$ cat config.mk
export PLATFORM = sky130hd
export DESIGN_NAME = multi_stack_shared_pool
export DESIGN_NICKNAME = d
export VERILOG_FILES = /design/src/sv/msp_pkg.sv /design/src/sv/msp_ctrl.sv /design/src/sv/msp_dp.sv /design/src/sv/multi_stack_shared_pool.sv
export SDC_FILE = /design/constraint.sdc
export NUM_CORES = 2
export LEC_CHECK = 0
export BUFFER_PORTS_ARGS = -buffer_cell sky130_fd_sc_hd__buf_2
export CORE_MARGIN = 1.5
export CORE_UTILIZATION = 65
export DETAILED_ROUTE_END_ITERATION = 16
export PLACE_DENSITY_LB_ADDON = 0.25
export SYNTH_ARGS = -nofsm -noshare
export SYNTH_HDL_FRONTEND = slang
export SYNTH_SLANG_ARGS = --single-unit
$ cat constraint.sdc
create_clock -name clk -period 10.65 [get_ports clk]
set_input_delay 0.5325 -clock clk [delete_from_list [all_inputs] [get_ports clk]]
set_output_delay 0.5325 -clock clk [all_outputs]
set_load 0.02 [all_outputs]
$ cat src/sv/msp_pkg.sv
// Shared constants, codes and control types for the multi-stack shared pool.
`timescale 1ns / 1ps
package msp_pkg;

  localparam int NUM_STACKS_DEF = 4;
  localparam int CAPACITY_DEF   = 64;
  localparam int DATA_W         = 32;
  localparam int SID_W          = 2;

  localparam logic CMD_PUSH = 1'b0;
  localparam logic CMD_POP  = 1'b1;

  typedef struct packed {
    logic capture;
    logic commit;
  } msp_cmd_t;

endpackage

$ cat src/sv/msp_ctrl.sv
// Controller state machine: input handshake, commit sequencing and output valid.
`timescale 1ns / 1ps
module msp_ctrl
  import msp_pkg::*;
(
  input  logic     clk,
  input  logic     rst_n,
  input  logic     in_valid,
  output logic     in_stall,
  output logic     out_valid,
  input  logic     out_stall,
  output msp_cmd_t cmd
);

  typedef enum logic [0:0] {
    S_IDLE,
    S_EXEC
  } state_t;

  state_t state_r;
  state_t state_nxt;
  logic   out_valid_r;
  logic   out_valid_nxt;

  assign in_stall  = (state_r != S_IDLE);
  assign out_valid = out_valid_r;

  always_comb begin
    state_nxt     = state_r;
    out_valid_nxt = out_valid_r && out_stall;
    cmd.capture   = 1'b0;
    cmd.commit    = 1'b0;
    unique case (state_r)
      S_IDLE: begin
        if (in_valid) begin
          cmd.capture = 1'b1;
          state_nxt   = S_EXEC;
        end
      end
      S_EXEC: begin
        if (!(out_valid_r && out_stall)) begin
          cmd.commit    = 1'b1;
          out_valid_nxt = 1'b1;
          state_nxt     = S_IDLE;
        end
      end
      default: begin
        state_nxt = S_IDLE;
      end
    endcase
  end

  always_ff @(posedge clk) begin
    if (!rst_n) begin
      state_r     <= S_IDLE;
      out_valid_r <= 1'b0;
    end else begin
      state_r     <= state_nxt;
      out_valid_r <= out_valid_nxt;
    end
  end

  a_capture_to_exec: assert property (@(posedge clk) disable iff (!rst_n)
    cmd.capture |=> (state_r == S_EXEC))
    else $error("capture did not move to execute");

  a_commit_not_over_pending: assert property (@(posedge clk) disable iff (!rst_n)
    cmd.commit |-> !(out_valid_r && out_stall))
    else $error("commit would overwrite a pending word");

endmodule

$ cat src/sv/msp_dp.sv
// Datapath: pointer registers, link and data memories, output register.
`timescale 1ns / 1ps
module msp_dp
  import msp_pkg::*;
#(
  parameter int NUM_STACKS = NUM_STACKS_DEF,
  parameter int CAPACITY   = CAPACITY_DEF
) (
  input  logic                     clk,
  input  logic                     rst_n,
  input  msp_cmd_t                 cmd,
  input  logic                     in_cmd,
  input  logic [SID_W-1:0]         in_stack_id,
  input  logic signed [DATA_W-1:0] in_value,
  output logic                     out_ok,
  output logic signed [DATA_W-1:0] out_pop_value
);

  localparam int PW   = $clog2(CAPACITY + 1);
  localparam int IW   = (CAPACITY > 1) ? $clog2(CAPACITY) : 1;
  localparam int SW   = (NUM_STACKS > 1) ? $clog2(NUM_STACKS) : 1;
  localparam int SIDX = (SW > SID_W) ? SW : SID_W;
  localparam logic [PW-1:0] NIL = PW'(CAPACITY);

  logic [PW-1:0]     top_r [NUM_STACKS];
  logic [PW-1:0]     free_head_r;
  logic [PW-1:0]     fresh_r;

  logic [PW-1:0]     link_mem [CAPACITY];
  logic [DATA_W-1:0] data_mem [CAPACITY];
  logic [PW-1:0]     rd_link_r;
  logic [DATA_W-1:0] rd_data_r;

  logic              cmd_r;
  logic [SW-1:0]     sid_r;
  logic [DATA_W-1:0] val_r;
  logic [PW-1:0]     slot_r;
  logic              ok_r;

  logic [SIDX-1:0]   sid_ext;
  logic              in_range;
  logic [PW-1:0]     slot_nxt;
  logic              ok_nxt;
  logic              fresh_hit;
  logic [PW-1:0]     push_link;

  logic              out_ok_r;
  logic [DATA_W-1:0] out_pop_value_r;

  assign sid_ext  = SIDX'(in_stack_id);
  assign in_range = ({1'b0, sid_ext} < (SIDX+1)'(NUM_STACKS));

  always_comb begin
    slot_nxt = NIL;
    if (in_range) begin
      slot_nxt = (in_cmd == CMD_POP) ? top_r[sid_ext[SW-1:0]] : free_head_r;
    end
  end

  assign ok_nxt    = in_range && (slot_nxt != NIL);
  assign fresh_hit = (slot_r == fresh_r);
  assign push_link = fresh_hit ? (slot_r + PW'(1)) : rd_link_r;

  always_ff @(posedge clk) begin
    if (cmd.capture) begin
      cmd_r     <= in_cmd;
      sid_r     <= sid_ext[SW-1:0];
      val_r     <= in_value;
      slot_r    <= slot_nxt;
      ok_r      <= ok_nxt;
      rd_link_r <= link_mem[slot_nxt[IW-1:0]];
      rd_data_r <= data_mem[slot_nxt[IW-1:0]];
    end
    if (cmd.commit && ok_r) begin
      if (cmd_r == CMD_PUSH) begin
        link_mem[slot_r[IW-1:0]] <= top_r[sid_r];
        data_mem[slot_r[IW-1:0]] <= val_r;
      end else begin
        link_mem[slot_r[IW-1:0]] <= free_head_r;
      end
    end
    if (cmd.commit) begin
      out_ok_r        <= ok_r;
      out_pop_value_r <= (ok_r && (cmd_r == CMD_POP)) ? rd_data_r : '0;
    end
  end

  always_ff @(posedge clk) begin
    if (!rst_n) begin
      for (int i = 0; i < NUM_STACKS; i++) begin
        top_r[i] <= NIL;
      end
      free_head_r <= '0;
      fresh_r     <= '0;
    end else if (cmd.commit && ok_r) begin
      if (cmd_r == CMD_PUSH) begin
        top_r[sid_r] <= slot_r;
        free_head_r  <= push_link;
        if (fresh_hit) begin
          fresh_r <= fresh_r + PW'(1);
        end
      end else begin
        top_r[sid_r] <= rd_link_r;
        free_head_r  <= slot_r;
      end
    end
  end

  assign out_ok        = out_ok_r;
  assign out_pop_value = out_pop_value_r;

  a_free_head_bounded: assert property (@(posedge clk) disable iff (!rst_n)
    free_head_r <= fresh_r)
    else $error("free head beyond fill count");

  a_pop_touched_entry: assert property (@(posedge clk) disable iff (!rst_n)
    (cmd.commit && ok_r && (cmd_r == CMD_POP)) |-> (slot_r < fresh_r))
    else $error("pop of an entry never written");

endmodule

$ cat src/sv/multi_stack_shared_pool.sv
// Top level of the multi-stack shared pool: controller plus datapath.
//
// Several LIFO stacks share one pool of CAPACITY entries kept as linked lists,
// with the unused entries on a free list. Each input word carries in_cmd
// (push or pop), in_stack_id and in_value; each accepted word yields exactly
// one result word: out_ok and out_pop_value (zero unless a pop succeeds).
// A push to a full pool, a pop from an empty stack, or a stack number at or
// above NUM_STACKS changes nothing and answers out_ok low.
// Both channels use valid/stall; a word moves when valid is high and stall low.
// A word is captured in idle and committed in execute, registering the result.
// No new word is taken in execute: the registered read of the link memory
// must complete before the free head or top pointer is updated.
// The next input word is taken while a result still waits on a stalled output;
// a held result stalls only the commit of the following word.
// Reset (synchronous, active low) empties all stacks at once; untouched pool
// entries are tracked by a fill count, so no clearing pass is needed.
`timescale 1ns / 1ps
module multi_stack_shared_pool
  import msp_pkg::*;
#(
  parameter int NUM_STACKS = NUM_STACKS_DEF,
  parameter int CAPACITY   = CAPACITY_DEF
) (
  input  logic                     clk,
  input  logic                     rst_n,
  input  logic                     in_valid,
  output logic                     in_stall,
  input  logic                     in_cmd,
  input  logic [SID_W-1:0]         in_stack_id,
  input  logic signed [DATA_W-1:0] in_value,
  output logic                     out_valid,
  input  logic                     out_stall,
  output logic                     out_ok,
  output logic signed [DATA_W-1:0] out_pop_value
);

  msp_cmd_t cmd;

  msp_ctrl u_ctrl (
    .clk       (clk),
    .rst_n     (rst_n),
    .in_valid  (in_valid),
    .in_stall  (in_stall),
    .out_valid (out_valid),
    .out_stall (out_stall),
    .cmd       (cmd)
  );

  msp_dp #(
    .NUM_STACKS (NUM_STACKS),
    .CAPACITY   (CAPACITY)
  ) u_dp (
    .clk           (clk),
    .rst_n         (rst_n),
    .cmd           (cmd),
    .in_cmd        (in_cmd),
    .in_stack_id   (in_stack_id),
    .in_value      (in_value),
    .out_ok        (out_ok),
    .out_pop_value (out_pop_value)
  );

endmodule
# [Word-level counts from Yosys, hierarchy flattened]
# Memories as Yosys holds them, arrays and structs flattened. A register that Yosys moved wholly into a read port is not among the register bits.
# Cells that the tools add are included.
[totals] regBits=92 latchBits=0 mem_bits_rw=2524 romBits=0 inputBits=39 output_inout_bits=35 elab_cells=54 mem_count=3
[op_classes] addsub=2 multipliers=0 div_mod_pow=0 n_lt_le_gt_ge=0 eq_ne=2 shift=0 mux=27 bitwise=4 n_reduce_logical=5
[mem_list] name="u_dp.data_mem" depth=64 width=32 read_ports=1 rd_clocked_by_memory_dff=1 write_ports=1 line_no="msp_dp.sv:30" rtl="logic [DATA_W-1:0] data_mem [CAPACITY];"
[mem_list] name="u_dp.link_mem" depth=64 width=7 read_ports=1 rd_clocked_by_memory_dff=1 write_ports=1 line_no="msp_dp.sv:29" rtl="logic [PW-1:0] link_mem [CAPACITY];"
[mem_list] name="u_dp.top_r" depth=4 width=7 read_ports=2 rd_clocked_by_memory_dff=1 write_ports=4 line_no="msp_dp.sv:25" rtl="logic [PW-1:0] top_r [NUM_STACKS];"
[ops] cell="$mux 7" n=6
[ops] cell="$mux 1" n=18
[ops] cell="$add 7x1->7 const B" n=2
[ops] cell="$eq 7x7->1" n=1
[ops] cell="$ne 7x7->1 const B" n=1
[ops] cell="$reduce_or 7->1" n=1
[ops] cell="$mux 2" n=2
[ops] cell="$logic_and 1x1->1" n=3
[ops] cell="$reduce_and 3->1" n=1
[ops] cell="$not 1->1" n=2
[ops] cell="$or 1x1->1" n=2
[ops] cell="$pmux 1 s2" n=1

# [Longest topological paths before layout]
[depth] ltp_word=10 mapped_depth=14 depth_no_buf=8

# [Hierarchy]
# From an unflattened synthesis, not the netlist that was laid out.
[unflattened] hier_cells=6674 area_unflattened_um2=103924.7
[by_module_without_submodules] mod="msp_dp" n_inst=1 cells_per_inst=6666 area_per_inst_um2=103845.8 seq_area_each_um2=79566.3
[by_module_without_submodules] mod="msp_ctrl" n_inst=1 cells_per_inst=8 area_per_inst_um2=78.8 seq_area_each_um2=40.0

# [Worst setup path after synthesis]
# No wires, ideal clock.
[synth_timing] path_type="register -> register" start="register u_ctrl.state_r, in the netlist u_ctrl.in_stall" end="memory u_dp.data_mem[25][0], enable pin" setup_ps=501 arrival_time_ps=6318 t_required_ps=10149 slack_ps=3831 path_stages_with_launch=6 path_buffers=1 path_cell_list="dfxtp_1 a21boi_1 nand2_1 or2_2 clkbuf_1 nor4_1"
[synth_via] elab_chain_len=4
[synth_lines] item="from (decl)" line_no="msp_ctrl.sv:20" rtl="state_t state_r;"
[synth_lines] item="from (signal assigned)" line_no="msp_ctrl.sv:58" rtl="state_r <= state_nxt;"
[synth_lines] item="$mux 1" line_no="msp_ctrl.sv:33" rtl="unique case (state_r)"
[synth_lines] item="$logic_and 1x1->1" line_no="msp_dp.sv:74" rtl="if (cmd.commit && ok_r) begin"
[synth_lines] item="$mux 1" line_no="msp_dp.sv:74"
[synth_lines] item="$mux 1 (not written as such)" line_no="msp_dp.sv:77" rtl="data_mem[slot_r[IW-1:0]] <= val_r;"
[synth_lines] item="to (decl)" line_no="msp_dp.sv:30"
# No other way between the ends.

# [Final worst setup path]
[layout_timing] start="input port in_stack_id[1]" end="register u_dp.rd_data_r[23], read port of u_dp.data_mem (data pin)"
[layout_via] elab_chain_len=2
[layout_lines] item="from (decl)" line_no="multi_stack_shared_pool.sv:29" rtl="input logic [SID_W-1:0] in_stack_id,"
[layout_lines] item="$mem_v2 4x7"
[layout_lines] item="$mux 7" line_no="msp_dp.sv:56" rtl="slot_nxt = (in_cmd == CMD_POP) ? top_r[sid_ext[SW-1:0]] : free_head_r;"
[layout_lines] item="to (decl)" line_no="msp_dp.sv:32" rtl="logic [DATA_W-1:0] rd_data_r;"
# No other way between the ends.
# A chain may end at the register's enable or synchronous reset.

==> results.toml <==
[synthesis]
synth-seq-cells = 2657
synth_nets = 5830
synth_area_um2 = 101900
ys_types = 59
synthArstFlopShare = 0
synthCells = 5789
avgSynthCellArea_um2 = 17.60
seq_area_frac_synth = 0.7812
yosysWarnings = 0
synth_ff_type = "edfxtp_1"
synth_edf_count = 2639

[clocking]
cts-root-buf = "clkbuf_16"
htreeDepth = 5
post-cts-setup-buffers = 0
cts_tree = "done"
clock_sinks = 2657
cts_hold_buf = 35
cts_buffers = 277
cts.repair.resized = 0
worst_skew_pair.late_latency_ns = 0.91
clkSlewWorstSetupHoldPaths_ns = 0.06
clk_path_buf_depth = 4

[timing]
fin_crit_sh = 0.4436
post-route-min-period_ns = 4.725
setup_viol = 0
worst_pin_slew_ns = 1.488
rsz0062_at_grt = "no"
slew_viol_final = 0
final_hold_viol_count = 0
maxSlewHeadroom = 0.005485
finClkSkew_ns = 0.04928
final.setup.tns_ns = 0
setup_slack_ns = 5.925
hold_ws_ns = 0.05451
fmax_mhz = 211.7

[detailed_routing]
vias = 57540
initialDrtViolationCount = 9023
drt_wl_total_um = 268600
wl_per_cell_um = 32.67
dr.pass1.iters = 6
postRouteAntennaNets = 0
drc = 0
vias_per_cell = 6.999

[outcome]
violations = "capacitance limit"
run_status = "finished, violations left"

[global_routing]
overflow = 0
use_met2 = 0.5213
top_usage_layer = "met2"
use_met3 = 0.07241
grt_use_total = 0.3411
grt_max_degree = 171
met1_usage = 0.4617
grt_pass1_vias = 56930
antenna_found_initial = 6
grt_pass1_wl_um = 385800

[floorplan]
die_x_um = 398.9
io_pins = 74
core_um2 = 156000
die_h_um = 398.9
num_rows = 145
fp.dieArea_um2 = 159200
start_util = 0.6531

[power]
total_power_mw = 22.75
p_per_area_nw_per_um2 = 199.4
power_leakage_nw = 36.29
ir_worst_vdd_mv = 0.1838

[job]
cap_violations = 1

[setup_path]
cp.arrival_ns = 5.36
required_ns = 11.29
crit_type = "input pin to flop"
critPathLaunch = "in_stack_id[1]"
path_max_fanout = 84
start_kind = "input pin"
r2r-start = "u_dp.top_r[3][0]"
end_kind = "flop"

[placed_design]
post-place-ws_ns = 5.626
dp_hpwl_um = 140000
portBuffers = 73
place_congestion = 0.9067
dp_cells = 7722

[final_layout]
drive_above_1_share = 0.1762
regArea_um2 = 79610
synthToLayoutAreaGrowth_pct = 11.97
fin_nets = 6019
layout.cells.non_filler = 8222
multi_input_area_um2 = 21350
fillers = 8729

[hold_path]
hold_class = "input pin to flop"
min-delay-start = "in_cmd"
metal layers:
metal,up-vias,part of all wire,routed length [µm]
li1,23230,-,-
met1,28760,0.34,91530
met2,4722,0.46,124800
met3,831,0.13,34060
met4,2,0.068,18210
met5,-,0.000048,13
cell type report:
type                    count  share of cell area
clock inverters           113            0.009354
well taps                2058             0.02257
clock buffers             350             0.06520
flip-flops and latches   2657              0.6977
repair buffers            271             0.01755
diodes                      2          0.00004386
multi-input cells        2763              0.1871
inverters                   8           0.0004825
registers in the layout, indices dropped and copies added (netlist names), named ones only:
signal / cells
u_ctrl.in_stall: 1
u_dp.data_mem: 2048
u_dp.out_ok: 1
u_ctrl.out_valid: 1
u_dp.out_pop_value: 32
u_dp.val_r: 32
u_dp.cmd_r: 1
u_dp.link_mem: 448
u_dp.top_r: 28
u_dp.slot_r: 7
u_dp.sid_r: 2
u_dp.ok_r: 1
u_dp.free_head_r: 7
u_dp.rd_data_r: 32
u_dp.fresh_r: 7
u_dp.rd_link_r: 7
cells in the final DEF, fill, tap and decap left out, types with 62 or more instances in the layout:
cell type / Yosys / final
nand3_1: 469 / 469
mux4_2: 373 / 373
edfxtp_1: 2639 / 2639
nand4_1: 81 / 81
clkbuf_1: 204 / 62
buf_2: 109 / 73
a21oi_1: 79 / 79
clkbuf_16: 0 / 288
nand2_1: 977 / 970
a22oi_1: 189 / 189
nor2_1: 169 / 99
buf_4: 11 / 158
nor2_4: 0 / 70
a31oi_1: 74 / 74
synthesized netlist by cell type (9+ instances only):
| cell | instances | area (µm²) |
|---|---|---|
| nand2_1 | 977 | 3667 |
| edfxtp_1 | 2639 | 79250 |
| a311o_1 | 9 | 90.09 |
| a32oi_1 | 42 | 367.9 |
| buf_2 | 109 | 545.5 |
| nand4_1 | 81 | 506.7 |
| xnor2_1 | 11 | 96.34 |
| nor2_1 | 169 | 634.4 |
| a21oi_1 | 79 | 395.4 |
| buf_4 | 11 | 82.58 |
| and4_1 | 37 | 324.1 |
| and3_1 | 55 | 344.1 |
| o21ai_0 | 11 | 55.05 |
| mux2i_1 | 55 | 550.5 |
| and2_1 | 9 | 56.30 |
| or2_2 | 13 | 81.33 |
| a31oi_1 | 74 | 462.9 |
| nand3_1 | 469 | 2347 |
| clkbuf_1 | 204 | 765.7 |
| mux4_2 | 373 | 8401 |
| a22oi_1 | 189 | 1419 |
| dfxtp_1 | 18 | 360.4 |
| buf_1 | 35 | 131.4 |
| a221oi_1 | 9 | 78.83 |
worst paths after layout:
path | slack [ns] | end | cells after the start
min reg2reg | 0.56 | u_ctrl.out_valid | 2
max | 5.93 | u_dp.rd_data_r[23] | 11
max reg2reg | 6.11 | u_dp.rd_data_r[23] | 9
min | 0.05 | u_dp.cmd_r | 1
stage by stage:
step	instance area [µm²]	utilization
2_1_floorplan	101900	-
3_3_place_gp	105200	0.6745
3_5_place_dp	105200	0.6745
4_1_cts	114100	0.7313
5_1_grt	114100	0.7313
6_report	114100	0.7313
power by group:
part           internal [mW]  total [mW]  switching [mW]
logic                  0.541        1.80            1.26
clock network           5.42        9.24            3.81
registers               11.7        11.7          0.0584
worst max-delay path, cell delays in order:
cell and delay, ns:
dlygate4sd3_1 0.54, buf_2 0.21, nand2b_1 0.26, o221ai_4 0.22, inv_8 0.55, buf_4 0.87, buf_4 0.69, mux4_2 0.60
a22oi_1 0.25, nand3_1 0.22, and4_1 0.26
kinds of logic after synthesis:
kind of cell | Yosys count | synth area share
flip-flops | 2657 | 0.7812
AND/OR/NAND/NOR | 1854 | 0.08095
adder cells (fa/ha/maj) | 2 | 0.0002455
multiplexers | 435 | 0.08876
XOR/XNOR | 16 | 0.001375
buffers and inverters | 369 | 0.01548
AO/OA/AOI/OAI | 456 | 0.03197
Note: power is estimated with default switching activity, not from simulation.
